$ cat config.mk
export PLATFORM = sky130hd
export DESIGN_NAME = display_text_normalizer_top
export DESIGN_NICKNAME = d
export VERILOG_FILES = /design/src/dtn_pkg.sv /design/src/display_text_normalizer_top.sv
export SDC_FILE = /design/constraint.sdc
export NUM_CORES = 1
export LEC_CHECK = 0
export BUFFER_PORTS_ARGS = -buffer_cell sky130_fd_sc_hd__clkbuf_2
export CORE_MARGIN = 4
export CORE_UTILIZATION = 35
export CTS_BUF_LIST = sky130_fd_sc_hd__clkbuf_8
export DETAILED_ROUTE_END_ITERATION = 8
export SYNTH_ARGS = -nofsm -noshare
export SYNTH_HDL_FRONTEND = slang
export SYNTH_SLANG_ARGS = --single-unit
$ cat constraint.sdc
create_clock -name clk_i -period 3.2 [get_ports clk_i]
set_input_delay 0.48 -clock clk_i [delete_from_list [all_inputs] [get_ports clk_i]]
set_output_delay 0.48 -clock clk_i [all_outputs]
set_load 0.01 [all_outputs]
$ cat src/dtn_pkg.sv
// Package for the display text normalizer: payload structs, register map,
// and the byte decode functions. No dependencies.
package dtn_pkg;

  localparam int unsigned AddrW = 3;
  localparam logic [AddrW-1:0] RegMaxLength = 3'd0;
  localparam logic [7:0] MaxLengthReset = 8'd64;

  localparam logic [7:0] LeadByte = 8'hC3;
  localparam logic [6:0] SpaceChar = 7'h20;

  typedef struct packed {
    logic [7:0] in_byte;
    logic       is_last;
  } in_item_t;

  typedef struct packed {
    logic       char_valid;
    logic [6:0] out_char;
    logic       run_last;
    logic       text_end;
  } out_item_t;

  // glyph for continuation bytes 0x80..0xBF, by low five bits; 0 is a separator
  localparam logic [6:0] AccentMap [32] = '{
    7'h41, 7'h41, 7'h41, 7'h00, 7'h41, 7'h00, 7'h00, 7'h00,
    7'h45, 7'h45, 7'h45, 7'h45, 7'h49, 7'h49, 7'h49, 7'h49,
    7'h00, 7'h4E, 7'h4F, 7'h4F, 7'h4F, 7'h00, 7'h4F, 7'h00,
    7'h00, 7'h55, 7'h55, 7'h55, 7'h55, 7'h00, 7'h00, 7'h00
  };

  function automatic logic [6:0] decode_continuation(input logic [7:0] b);
    logic [6:0] g;
    g = 7'h00;
    if (b[7:6] == 2'b10) begin
      g = AccentMap[b[4:0]];
    end
    return g;
  endfunction

  function automatic logic [6:0] decode_ascii(input logic [7:0] b);
    logic [6:0] c;
    logic [6:0] g;
    c = b[6:0];
    g = 7'h00;
    if (c >= 7'h61 && c <= 7'h7A) begin
      c = c - 7'h20;
    end
    if (b[7] == 1'b0) begin
      if ((c >= 7'h41 && c <= 7'h5A) || (c >= 7'h30 && c <= 7'h39) ||
          c == 7'h25 || c == 7'h2D || c == 7'h2B || c == 7'h40 || c == 7'h5E) begin
        g = c;
      end
    end
    return g;
  endfunction

endpackage

$ cat src/display_text_normalizer_top.sv
// Display text normalizer top level: byte decode, separator collapse,
// length limit and a small result queue. Depends on dtn_pkg.
//
//   channel | direction | handshake                 | payload
//   in      | input     | in_valid_i / in_stall_o   | in_data_i  (in_item_t)
//   out     | output    | out_valid_o / out_stall_i | out_data_o (out_item_t)
//   cfg     | input     | APB psel/penable/pready   | max_length at address 0
//
// One byte is decoded in the cycle it is accepted; its zero, one or two results
// are written into a four-entry registered result queue.
// A byte is accepted in every cycle while the queue has two free entries;
// a glyph after a separator adds two entries, so output drain sets the rate.
// Reset clears the queue, the text state and sets max_length to 64.
module display_text_normalizer_top
  import dtn_pkg::*;
(
  input  logic             clk_i,
  input  logic             rst_ni,
  input  logic             in_valid_i,
  output logic             in_stall_o,
  input  in_item_t         in_data_i,
  output logic             out_valid_o,
  input  logic             out_stall_i,
  output out_item_t        out_data_o,
  input  logic             psel,
  input  logic             penable,
  input  logic             pwrite,
  input  logic [AddrW-1:0] paddr,
  input  logic [31:0]      pwdata,
  output logic [31:0]      prdata,
  output logic             pready
);

  localparam int unsigned Depth = 4;
  localparam int unsigned PtrW = $clog2(Depth);

  logic [7:0] max_length_q;
  logic       space_pending_q, space_pending_d;
  logic       lead_q, lead_d;
  logic [7:0] emitted_q, emitted_d;

  out_item_t       queue_q [Depth];
  logic [PtrW-1:0] wr_ptr_q, rd_ptr_q;
  logic [PtrW:0]   cnt_q, cnt_d;

  logic       in_acc, out_acc;
  out_item_t  r0, r1;
  logic [1:0] n_res;
  logic [1:0] inc;
  logic [8:0] sum;

  assign pready = 1'b1;
  assign prdata = (paddr == RegMaxLength) ? {24'd0, max_length_q} : 32'd0;

  always_ff @(posedge clk_i or negedge rst_ni) begin
    if (!rst_ni) begin
      max_length_q <= MaxLengthReset;
    end else if (psel && penable && pwrite && pready && paddr == RegMaxLength) begin
      max_length_q <= pwdata[7:0];
    end
  end

  assign in_stall_o  = cnt_q > (PtrW+1)'(Depth - 2);
  assign in_acc      = in_valid_i && !in_stall_o;
  assign out_valid_o = cnt_q != '0;
  assign out_acc     = out_valid_o && !out_stall_i;
  assign out_data_o  = queue_q[rd_ptr_q];

  always_comb begin
    logic       held;
    logic [6:0] glyph;
    held            = 1'b0;
    glyph           = 7'h00;
    space_pending_d = space_pending_q;
    lead_d          = lead_q;
    r0              = '0;
    r1              = '0;
    n_res           = 2'd0;
    inc             = 2'd0;
    if (emitted_q < max_length_q) begin
      if (lead_q) begin
        lead_d = 1'b0;
        glyph  = decode_continuation(in_data_i.in_byte);
      end else if (in_data_i.in_byte == LeadByte && !in_data_i.is_last) begin
        lead_d = 1'b1;
        held   = 1'b1;
      end else begin
        glyph = decode_ascii(in_data_i.in_byte);
      end
      if (!held) begin
        if (glyph == 7'h00) begin
          space_pending_d = emitted_q != 8'd0;
        end else begin
          space_pending_d = 1'b0;
          if (space_pending_q) begin
            r0    = '{char_valid: 1'b1, out_char: SpaceChar, run_last: 1'b0, text_end: 1'b0};
            r1    = '{char_valid: 1'b1, out_char: glyph, run_last: 1'b1, text_end: 1'b0};
            n_res = 2'd2;
            inc   = 2'd2;
          end else begin
            r0    = '{char_valid: 1'b1, out_char: glyph, run_last: 1'b1, text_end: 1'b0};
            n_res = 2'd1;
            inc   = 2'd1;
          end
        end
      end
    end else begin
      lead_d = 1'b0;
    end

    sum       = {1'b0, emitted_q} + {7'd0, inc};
    emitted_d = sum[8] ? 8'hFF : sum[7:0];

    if (in_data_i.is_last) begin
      if (n_res == 2'd0) begin
        r0    = '{char_valid: 1'b0, out_char: 7'h00, run_last: 1'b1, text_end: 1'b1};
        n_res = 2'd1;
      end else if (n_res == 2'd1) begin
        r0.text_end = 1'b1;
      end else begin
        r1.text_end = 1'b1;
      end
      space_pending_d = 1'b0;
      lead_d          = 1'b0;
      emitted_d       = 8'd0;
    end
  end

  always_comb begin
    cnt_d = cnt_q;
    if (in_acc) begin
      cnt_d = cnt_d + {{(PtrW-1){1'b0}}, n_res};
    end
    if (out_acc) begin
      cnt_d = cnt_d - 1'b1;
    end
  end

  always_ff @(posedge clk_i or negedge rst_ni) begin
    if (!rst_ni) begin
      space_pending_q <= 1'b0;
      lead_q          <= 1'b0;
      emitted_q       <= 8'd0;
      wr_ptr_q        <= '0;
      rd_ptr_q        <= '0;
      cnt_q           <= '0;
    end else begin
      if (in_acc) begin
        space_pending_q <= space_pending_d;
        lead_q          <= lead_d;
        emitted_q       <= emitted_d;
        wr_ptr_q        <= wr_ptr_q + n_res[PtrW-1:0];
      end
      if (out_acc) begin
        rd_ptr_q <= rd_ptr_q + 1'b1;
      end
      cnt_q <= cnt_d;
    end
  end

  always_ff @(posedge clk_i) begin
    if (in_acc && n_res != 2'd0) begin
      queue_q[wr_ptr_q] <= r0;
      if (n_res == 2'd2) begin
        queue_q[wr_ptr_q + 1'b1] <= r1;
      end
    end
  end

`ifndef NO_ASSERTIONS
  a_cnt_bound: assert property (@(posedge clk_i) disable iff (!rst_ni)
    cnt_q <= (PtrW+1)'(Depth))
    else $error("result queue overflow");

  a_last_has_result: assert property (@(posedge clk_i) disable iff (!rst_ni)
    in_acc && in_data_i.is_last |=> cnt_q != '0)
    else $error("final byte left no result queued");

  a_last_clears_state: assert property (@(posedge clk_i) disable iff (!rst_ni)
    in_acc && in_data_i.is_last |=> emitted_q == 8'd0 && !lead_q && !space_pending_q)
    else $error("text state not cleared after final byte");
`endif

endmodule
Word level (Yosys, flattened, before mapping):

Memory sizes are Yosys's and may differ from the RTL's.
Cells that the tools add are included.

* reduce and logical (&&, ||, !) cells: 27
* add/sub/neg operators: 7
* $lt $le $gt $ge: 9
* bitwise logic cells: 1
* multiplexer cells: 52
* equality and inequality tests: 10

Operator list (number)
* $mux 7: 12
* $mux 10: 8
* $mux 8: 3
* $eq 7x6->1 const B: 3
* $mux 1: 19
* $mux 9: 2
* $eq 7x7->1 const B: 2
* $ge 7x7->1 const B: 2
* $le 7x7->1 const B: 2
* $mux 2: 6
* $logic_and 1x1->1: 10
* $add 8x2->9: 1
* $eq 8x8->1 const B: 1
* $lt 8x8->1: 1
* $reduce_bool 8->1: 1
* $ge 7x6->1 const B: 1
* $le 7x6->1 const B: 1
* $logic_not 7->1: 1
* $sub 7x6->7 const B: 1
* $ge 6x6->1 const B: 1
* $logic_or 1x1->1: 6
* $mux 3: 2
* $not 5->6: 1
* $add 2x1->2 const B: 2
* 13 further kinds: 17

* bits in registers: 25
* memory bits (read-only): 224
* input port bits: 51
* output and inout bits: 45
* memory bits (writable): 40
* memories: 2

Memory list
* (no name shown): depth 32, bits a word 7, rd ports 1, clocked after Yosys merged registers in 0, wr ports 0, line dtn_pkg.sv:36 `g = AccentMap[b[4:0]];`
* queue_q: depth 4, bits a word 10, rd ports 1, clocked after Yosys merged registers in 0, wr ports 2, line display_text_normalizer_top.sv:42 `out_item_t queue_q [Depth];`

Depth between registers and ports, before layout:

Gate-level depths: netlist of run 1.

* word-level depth: 30
* mapped depth: 19
* gate-level depth less buffers: 19

Worst setup path after synthesis of run 1:

OpenSTA, ideal clock, no wires.

* path type: input port to flip-flop
* start point: input port in_data_i[2] (netlist name)
* end point: register cnt_q[2]
* stages on the path: 18
* setup slack: -0.654 ns
* data required time: 3.075 ns
* buffers on the path: 1
* arrival: 3.729 ns
* path through: buf_6 > or4_4 > nand3b_2 > o311ai_4 > o211a_2 > o311ai_4 > inv_4 > nand2_1 > o21ai_1 > inv_1 > ha_1 > inv_1 > fa_1 > nor2_1 > a21oi_1 > ha_1 > nand2_1 > xor2_1

* word-level cells in the longest chain between the ends: 30
* elaborated cells between the ends (all ways): 51

RTL lines
* start: declaration: line display_text_normalizer_top.sv:21 `input in_item_t in_data_i,`
* $ge 7x7->1 or $le 7x7->1 (tied branches): line dtn_pkg.sv:46 `if (c >= 7'h61 && c <= 7'h7A) begin`
* $logic_and 1x1->1: line dtn_pkg.sv:46
* $mux 7: line dtn_pkg.sv:46
* $mux 7: line display_text_normalizer_top.sv:84 `end else if (in_data_i.in_byte == LeadByte && !in_data_i.is_last) begin`
* $mux 7: line display_text_normalizer_top.sv:81 `if (lead_q) begin`
* $mux 7: line display_text_normalizer_top.sv:80 `if (emitted_q < max_length_q) begin`
* $ge 7x7->1 (tied with other cells): line dtn_pkg.sv:50 `if ((c >= 7'h41 && c <= 7'h5A) || (c >= 7'h30 && c <= 7'h39) ||`
* $logic_and 1x1->1: line dtn_pkg.sv:50
* (+15 left out)
* $logic_not 2->1: line display_text_normalizer_top.sv:115 `if (n_res == 2'd0) begin`
* $mux 2: line display_text_normalizer_top.sv:115
* $mux 2 *: line display_text_normalizer_top.sv:114 `if (in_data_i.is_last) begin`
* $add 3x2->3 *: line display_text_normalizer_top.sv:132 `cnt_d = cnt_d + {{(PtrW-1){1'b0}}, n_res};`
* $mux 3 *: line display_text_normalizer_top.sv:131 `if (in_acc) begin`
* $sub 3x1->3: line display_text_normalizer_top.sv:135 `cnt_d = cnt_d - 1'b1;`
* $mux 3 *: line display_text_normalizer_top.sv:134 `if (out_acc) begin`
* net cnt_d[2]: line display_text_normalizer_top.sv:44 `logic [PtrW:0] cnt_q, cnt_d;`
* end signal: assignment: line display_text_normalizer_top.sv:157 `cnt_q <= cnt_d;`
* end: declaration: line display_text_normalizer_top.sv:44

Mark *: on every way through the listed nets, which the timed path passes. The rest lies on a longest branch. The select of a mux whose other input is x is not followed.
A chain may end at the register's enable or synchronous reset.

Worst setup path in the final report of run 1:

* start point: input port in_data_i[1] (netlist name)
* end point: register cnt_q[2]

The elaborated chain is that of the path after synthesis.

==> metrics.yaml, run 1 <==
status: "finished clean"
power_density_nw_per_um2: 587
area_growth_pct: 25.9
rsz0062_at_grt: "true"
ioPinCount: 96
cts_buffers: 9
cp-start-kind: "input port"
wl_per_cell_um: 13.9
grt_max_degree: 26
die_h_um: 116
skew_ps: 8.82
drtAntennaViolNets: 0
cts_tree: "yes"
synth_area_um2: 4050
r2r_cells: 15
max-cap-violations: 0
yosysSeqAreaShare_pct: 45.1
yosys_warnings: 0
htree_levels: 3
fmax_mhz: 313
grt_pass1_wl_um: 15200
die_width_um: 116
synth-seq-cells: 65
syn_inst: 401
startpoint: "in_data_i[1]"
insertion_delay_ps: 350
critPathMaxStageDelay_ps: 540
cp.depth: 18
end_kind: "register"
cp-endpoint: "cnt_q[2]$_DFF_PN0_"
r2r_start: "emitted_q[1]$_DFFE_PN0P_"
cp.required_ps: 3450
start_util_pct: 35.6
clockRootBuffer: "clkbuf_8"
place.gp.congestion: 0.827
drive_gt1_share_pct: 33.4
highest_layer: "met4"
firstDrtPassIters: 4
ys_types: 65
rrSetupSlack_ps: 50
synth-async-reset-ratio_pct: 38.5
leakage_nw: 2.21
crit_type: "input port to register"
finalMaxSlewViolations: 0
setup_ws_ps: 7.98
hp-class: "input port to async pin"
vias: 3203
drt_wl_total_um: 8940
finalSetupViolCount: 0
cp_num_buf_inv: 4
syn_area_per_cell_um2: 10.1
drt_iter0_drc: 182
critPathTopFamily: "compound AO/OA/AOI/OAI gates"
antenna_cells: 0
path_cells: "buf_8 -> or4_4 -> nand3b_4 -> o311ai_4 -> o211a_4 -> o311ai_4 -> inv_4 -> nand2_8 -> o21ai_4 -> inv_2 -> ha_4 -> inv_2 -> fa_1 -> nor2_2 -> a21oi_2 -> ha_4 -> nand2_2 -> xor2_1"
drc: 0
num_rows: 39
min_period_ps: 3190
tightest_slew_ps: 743
fin_nets: 560
cpMaxStageDelayCell: "or4_4"
via_per_inst: 4.98
ys.flop_type: "edfxtp_1"
grt_pass1_vias: 3196
critical_path.max_fanout: 5
hold_violations: 0
reg2reg_to: "cnt_q[2]$_DFF_PN0_"
vdd_drop_max_v: 0.000365
grt.total_usage_pct: 14.5
period_share_pct: 99.8
hpwl_um: 6540
antenna_found_initial: 0
clk_pin_slew_ps: 80
die_area_um2: 13400
relSlewSlack_pct: 50.0
dp_slack_ps: -465
routed-wl-met3_um: 491
wirelength_met1_um: 3960
dr_wl_met2_um: 4390
clock-sinks: 65
port-buffer-count: 46
gr-total-overflow: 0
core_um2: 11400
clock_path_buffers: 2
fin_util_pct: 44.9
arrival_ps: 3440
synth_edf_count: 40
registers in the layout (all words and copies together), names as in the netlist:
name             flops
queue_q             40
emitted_q            8
max_length_q         8
cnt_q                3
rd_ptr_q             2
wr_ptr_q             2
lead_q               1
space_pending_q      1
where the power goes:
part / internal (mW) / switching, mW / total (mW)
registers: 1.03 / 0.176 / 1.20
clock network: 0.438 / 0.342 / 0.780
logic: 0.508 / 0.505 / 1.01
total: 1.97 / 1.02 / 2.99
synthesized netlist by cell type, types with 3 or more instances:
cell type	n	share of area, %
a31o_2	3	0.65
edfxtp_1	40	30
clkbuf_1	13	1.2
mux4_2	10	5.6
o21ai_0	25	3.1
a31oi_1	9	1.4
nor2_1	37	3.4
a21o_1	4	0.74
mux2i_1	3	0.74
dfrtp_1	24	15
nand3_1	7	0.86
a21oi_1	29	3.6
xnor2_1	6	1.3
nand2_1	32	3.0
and3_1	3	0.46
buf_4	25	4.6
nor2b_1	7	1.1
nor4_1	3	0.46
nor3_1	9	1.1
nand2b_1	5	0.77
o21a_1	5	0.93
buf_2	4	0.49
and2_1	11	1.7
ha_1	12	3.7
inv_1	23	2.1
worst min path at each step:
| stage | start | endpoint | depth (start not counted) | slack (ps) |
|---|---|---|---|---|
| floorplan | rst_ni | cnt_q[0]$_DFF_PN0_ | 0 | 180 |
| global placement | max_length_q[6]$_DFFE_PN1P_ | max_length_q[6]$_DFFE_PN1P_ | 2 | 520 |
| detailed placement | max_length_q[6]$_DFFE_PN1P_ | max_length_q[6]$_DFFE_PN1P_ | 2 | 530 |
| CTS | rst_ni | max_length_q[0]$_DFFE_PN0P_ | 1 | 150 |
| global route | rst_ni | emitted_q[5]$_DFFE_PN0P_ | 1 | 180 |
| finish | rst_ni | emitted_q[5]$_DFFE_PN0P_ | 1 | 150 |
per-layer routing:
metal / global-route usage (%) / up-vias
li1: - / 1589
met3: 3.71 / 10
met1: 18.7 / 1514
met2: 24.2 / 90
met4: 4.23 / 0
met5: 0 / -
kinds of logic after synthesis:
kind of cell,synth area share (%)
fa+ha+maj,4.69
flops,45.1
buf+inv,9.23
xor+xnor,1.73
mux,6.85
other cells,0.185
simple gates,15.1
compound gates,17.1
cells in the final DEF (no fill, tap or decap), types with 4 or more instances in the layout:
master / count
buf_4: 57
clkbuf_2: 44
edfxtp_1: 40
nor2_1: 34
nand2_1: 29
a21oi_1: 26
conb_1: 25
o21ai_0: 24
dfrtp_1: 24
inv_1: 20
and2_1: 11
mux4_2: 10
a31oi_1: 9
ha_1: 9
clkbuf_8: 9
nor3_1: 8
nor2b_1: 7
nand3_1: 7
xnor2_1: 6
nand2b_1: 5
o21a_1: 5
a21o_1: 4
per-stage QoR:
step | cell area [um^2] | TNS [ps] | std cells | hold WS [ps] | total power, mW
2_1_floorplan | 4210 | -1460 | 424 | 184 | 1.85
5_1_grt | 5100 | -362 | 643 | 185 | 3.21
4_1_cts | 5010 | 0 | 639 | 147 | 2.98
3_5_place_dp | 4740 | -3220 | 619 | 532 | 2.16
3_3_place_gp | 4740 | -3250 | 619 | 517 | 2.13
6_report | 5100 | 0 | 643 | 150 | 2.99
final cells by class:
| type | count | area (um^2) |
|---|---|---|
| clock buffer | 9 | 124 |
| clock inverter | 7 | 93.8 |
| fill | 1068 | 6270 |
| inverter | 24 | 92.6 |
| multi-input combinational | 289 | 2060 |
| sequential | 65 | 1830 |
| tap | 143 | 179 |
| timing repair buffer | 106 | 726 |
what timing repair did:
action	CTS	global route
pin swaps	5	16
resized for setup	8	17
hold buffers	0	0
setup endpoints to repair	8	8
buffers inserted	4	4
(Power assumes the default switching activity.)
==> run 2, diff against run 1 <==
--- a/config.mk
+++ b/config.mk
@@ -10,6 +10,8 @@
 export CORE_UTILIZATION = 35
 export CTS_BUF_LIST = sky130_fd_sc_hd__clkbuf_8
 export DETAILED_ROUTE_END_ITERATION = 8
+export GPL_ROUTABILITY_DRIVEN = 0
+export PLACE_DENSITY = 0.62
 export SYNTH_ARGS = -nofsm -noshare
 export SYNTH_HDL_FRONTEND = slang
 export SYNTH_SLANG_ARGS = --single-unit
==> run 2 against run 1 <==
Effect of this change:
- the flow now finishes with violations (negative setup slack)
- sequential share of layout area shrank 0.24 points
- clock power shrank 8.1%
- clock-buffer cell count is the same
- non-clock buffer count grew 5
- final area grew 0.69%
- worst setup slack lost 70 ps
- highest routed layer unchanged
==> metrics.yaml, run 2 (synthesized netlist as in run 1, its figures left out) <==
status: "complete, but fails checks"
violations: "negative setup slack"
clock-sinks: 65  # unchanged
num_rows: 39  # unchanged
multiInputGateArea_um2: 2060  # -0.12%
fin_total_pwr_mw: 2.92  # -2.4%
finalMaxSlewViolations: 0  # unchanged
fillerInstances: 1099  # +2.9%
grt_pass1_wl_um: 15000  # -1.2%
critical_path.max_fanout: 6  # +1
critPathMaxStageDelay_ps: 540  # about the same
vdd_drop_max_v: 0.000262  # -28%
end_kind: "register"
fin_area_um2: 5140  # +0.69%
power_density_nw_per_um2: 569  # -3.0%
max-cap-violations: 0  # unchanged
clk_pin_slew_ps: 70  # about the same
dp_slack_ps: -476  # -10.5 ps
setup_ws_ps: -61.6  # -69.6 ps
hp-class: "input port to async pin"
register_area_um2: 1830  # unchanged
finalSetupViolCount: 2  # +2
critPathTopFamily: "compound AO/OA/AOI/OAI gates"
fin_nets: 565  # +0.89%
drive_gt1_share_pct: 33.9  # +0.46 points
cts_tree: "yes"
period_share_pct: 102  # +2.2 points
core_um2: 11400  # unchanged
path_cells: "buf_8 -> or4_4 -> nand3b_4 -> o311ai_4 -> o211a_4 -> o311ai_4 -> inv_4 -> nand2_8 -> o21ai_4 -> inv_2 -> ha_4 -> inv_2 -> fa_1 -> nor2_2 -> a21oi_2 -> ha_4 -> nand2_2 -> xor2_1"
antenna_cells: 0  # unchanged
rsz0062_at_grt: "true"
crit_type: "input port to register"
min_period_ps: 3260  # +69.6 ps
most-common-layout-cells: "buf_4 (60), clkbuf_2 (44), edfxtp_1 (40)"
ioPinCount: 96  # unchanged
relSlewSlack_pct: 49.9  # -0.080 points
dpl.cell_count: 623  # +0.65%
final_cells: 648  # +0.78%
postPlaceCellArea_um2: 4770  # +0.63%
grt_pass1_vias: 3204  # +0.25%
die_area_um2: 13400  # unchanged
clock_path_buffers: 2  # unchanged
arrival_ps: 3490  # +50 ps
firstDrtPassIters: 4  # unchanged
area_growth_pct: 26.8
largest_register_ffs: 40  # unchanged
cpMaxStageDelayCell: "or4_4"
final_common_cell: "buf_4"
hold_violations: 0  # unchanged
cp-start-kind: "input port"
die_width_um: 116  # unchanged
cp_num_buf_inv: 4  # unchanged
hold_buffers: 0  # unchanged
insertion_delay_ps: 340  # about the same
drc: 0  # unchanged
htree_levels: 3  # unchanged
leakage_nw: 2.23  # +1.1%
reg.largest.list: "queue_q (40), emitted_q (8), max_length_q (8)"
drt_iter0_drc: 127  # -30%
port-buffer-count: 46  # unchanged
via_per_inst: 4.97  # -0.28%
grt_max_degree: 26  # unchanged
clockRootBuffer: "clkbuf_8"
fmax_mhz: 307  # -2.1%
hold_ws_ps: 157  # +7.84 ps
start_util_pct: 35.6  # unchanged
drt_wl_total_um: 9010  # +0.69%
drtAntennaViolNets: 0  # unchanged
grt.total_usage_pct: 14.1  # -0.38 points
vias: 3219  # +0.50%
hpwl_um: 6730  # +2.9%
antenna_found_initial: 0  # unchanged
tightest_slew_ps: 744  # +1.19 ps
skew_ps: 10.2  # +1.36 ps
die_h_um: 116  # unchanged
regMostFlops: "queue_q"
cts_buffers: 9  # unchanged
cp.required_ps: 3430  # -20 ps
gr-total-overflow: 0  # unchanged
wl_per_cell_um: 13.9  # about the same
## run 2: path summary, 6_finish.rpt
| path | from | to | slack, ps | cells after the start |
|---|---|---|---|---|
| setup / recovery | in_data_i[1] | cnt_q[2]$_DFF_PN0_ | -60 | 18 |
| hold / removal | rst_ni | max_length_q[4]$_DFFE_PN0P_ | 160 | 1 |
| setup reg to reg | emitted_q[4]$_DFFE_PN0P_ | cnt_q[2]$_DFF_PN0_ | 40 | 18 |
| hold reg to reg | max_length_q[6]$_DFFE_PN1P_ | max_length_q[6]$_DFFE_PN1P_ | 540 | 2 |
| max in group asynchronous | rst_ni | rd_ptr_q[0]$_DFFE_PN0P_ | 2620 | 1 |
| min in group clk_i | pwdata[6] | max_length_q[6]$_DFFE_PN1P_ | 340 | 3 |
## run 2: metal layers
metal | GRT usage (%) | up-vias | part of all wire, %
li1 | - | 1596 | -
met1 | 17.8 | 1520 | 44
met2 | 24.2 | 94 | 49
met3 | 3.55 | 9 | 5.4
met4 | 3.76 | 0 | 1.0
met5 | 0 | - | 0
## run 2: layout make-up
class | count | share of cell area (%)
well taps | 143 | 3.48
clock inverters | 7 | 1.51
clock buffers | 9 | 2.41
repair buffers | 111 | 15.2
flip-flops and latches | 65 | 35.6
multi-input cells | 289 | 40.1
inverters | 24 | 1.80
## run 2: what timing repair did
action,4_1_cts,5_1_grt
endpoints found under the setup margin,8,9
gates resized for setup,11,14
pin swaps,10,12
setup buffers,5,5
## run 2: worst reg2reg max path: stages, from the launching register on
cell      delay (ps)
dfrtp_1          390
ha_1             320
a21o_1           170
a21oi_2          130
o21ai_2           80
a31oi_1          170
buf_4            150
o311ai_4         130
inv_4            130
o21ai_4           70
inv_2             70
ha_4             120
inv_2             30
fa_1             510
nor2_2            40
a21oi_2          180
ha_4             160
nand2_2           40
xor2_1           150
## run 2: where the power goes
group | internal [mW] | switching, mW | leakage, nW
clock network | 0.366 | 0.351 | 0.100
registers | 1.03 | 0.176 | 0.676
logic | 0.500 | 0.505 | 1.46
## run 2: stage by stage
stage	TNS, ps	util (%)
2_1_floorplan	-1460	-
3_3_place_gp	-2880	41.9
3_5_place_dp	-3200	41.9
4_1_cts	0	44.4
5_1_grt	-605	45.2
6_report	-66.9	45.2
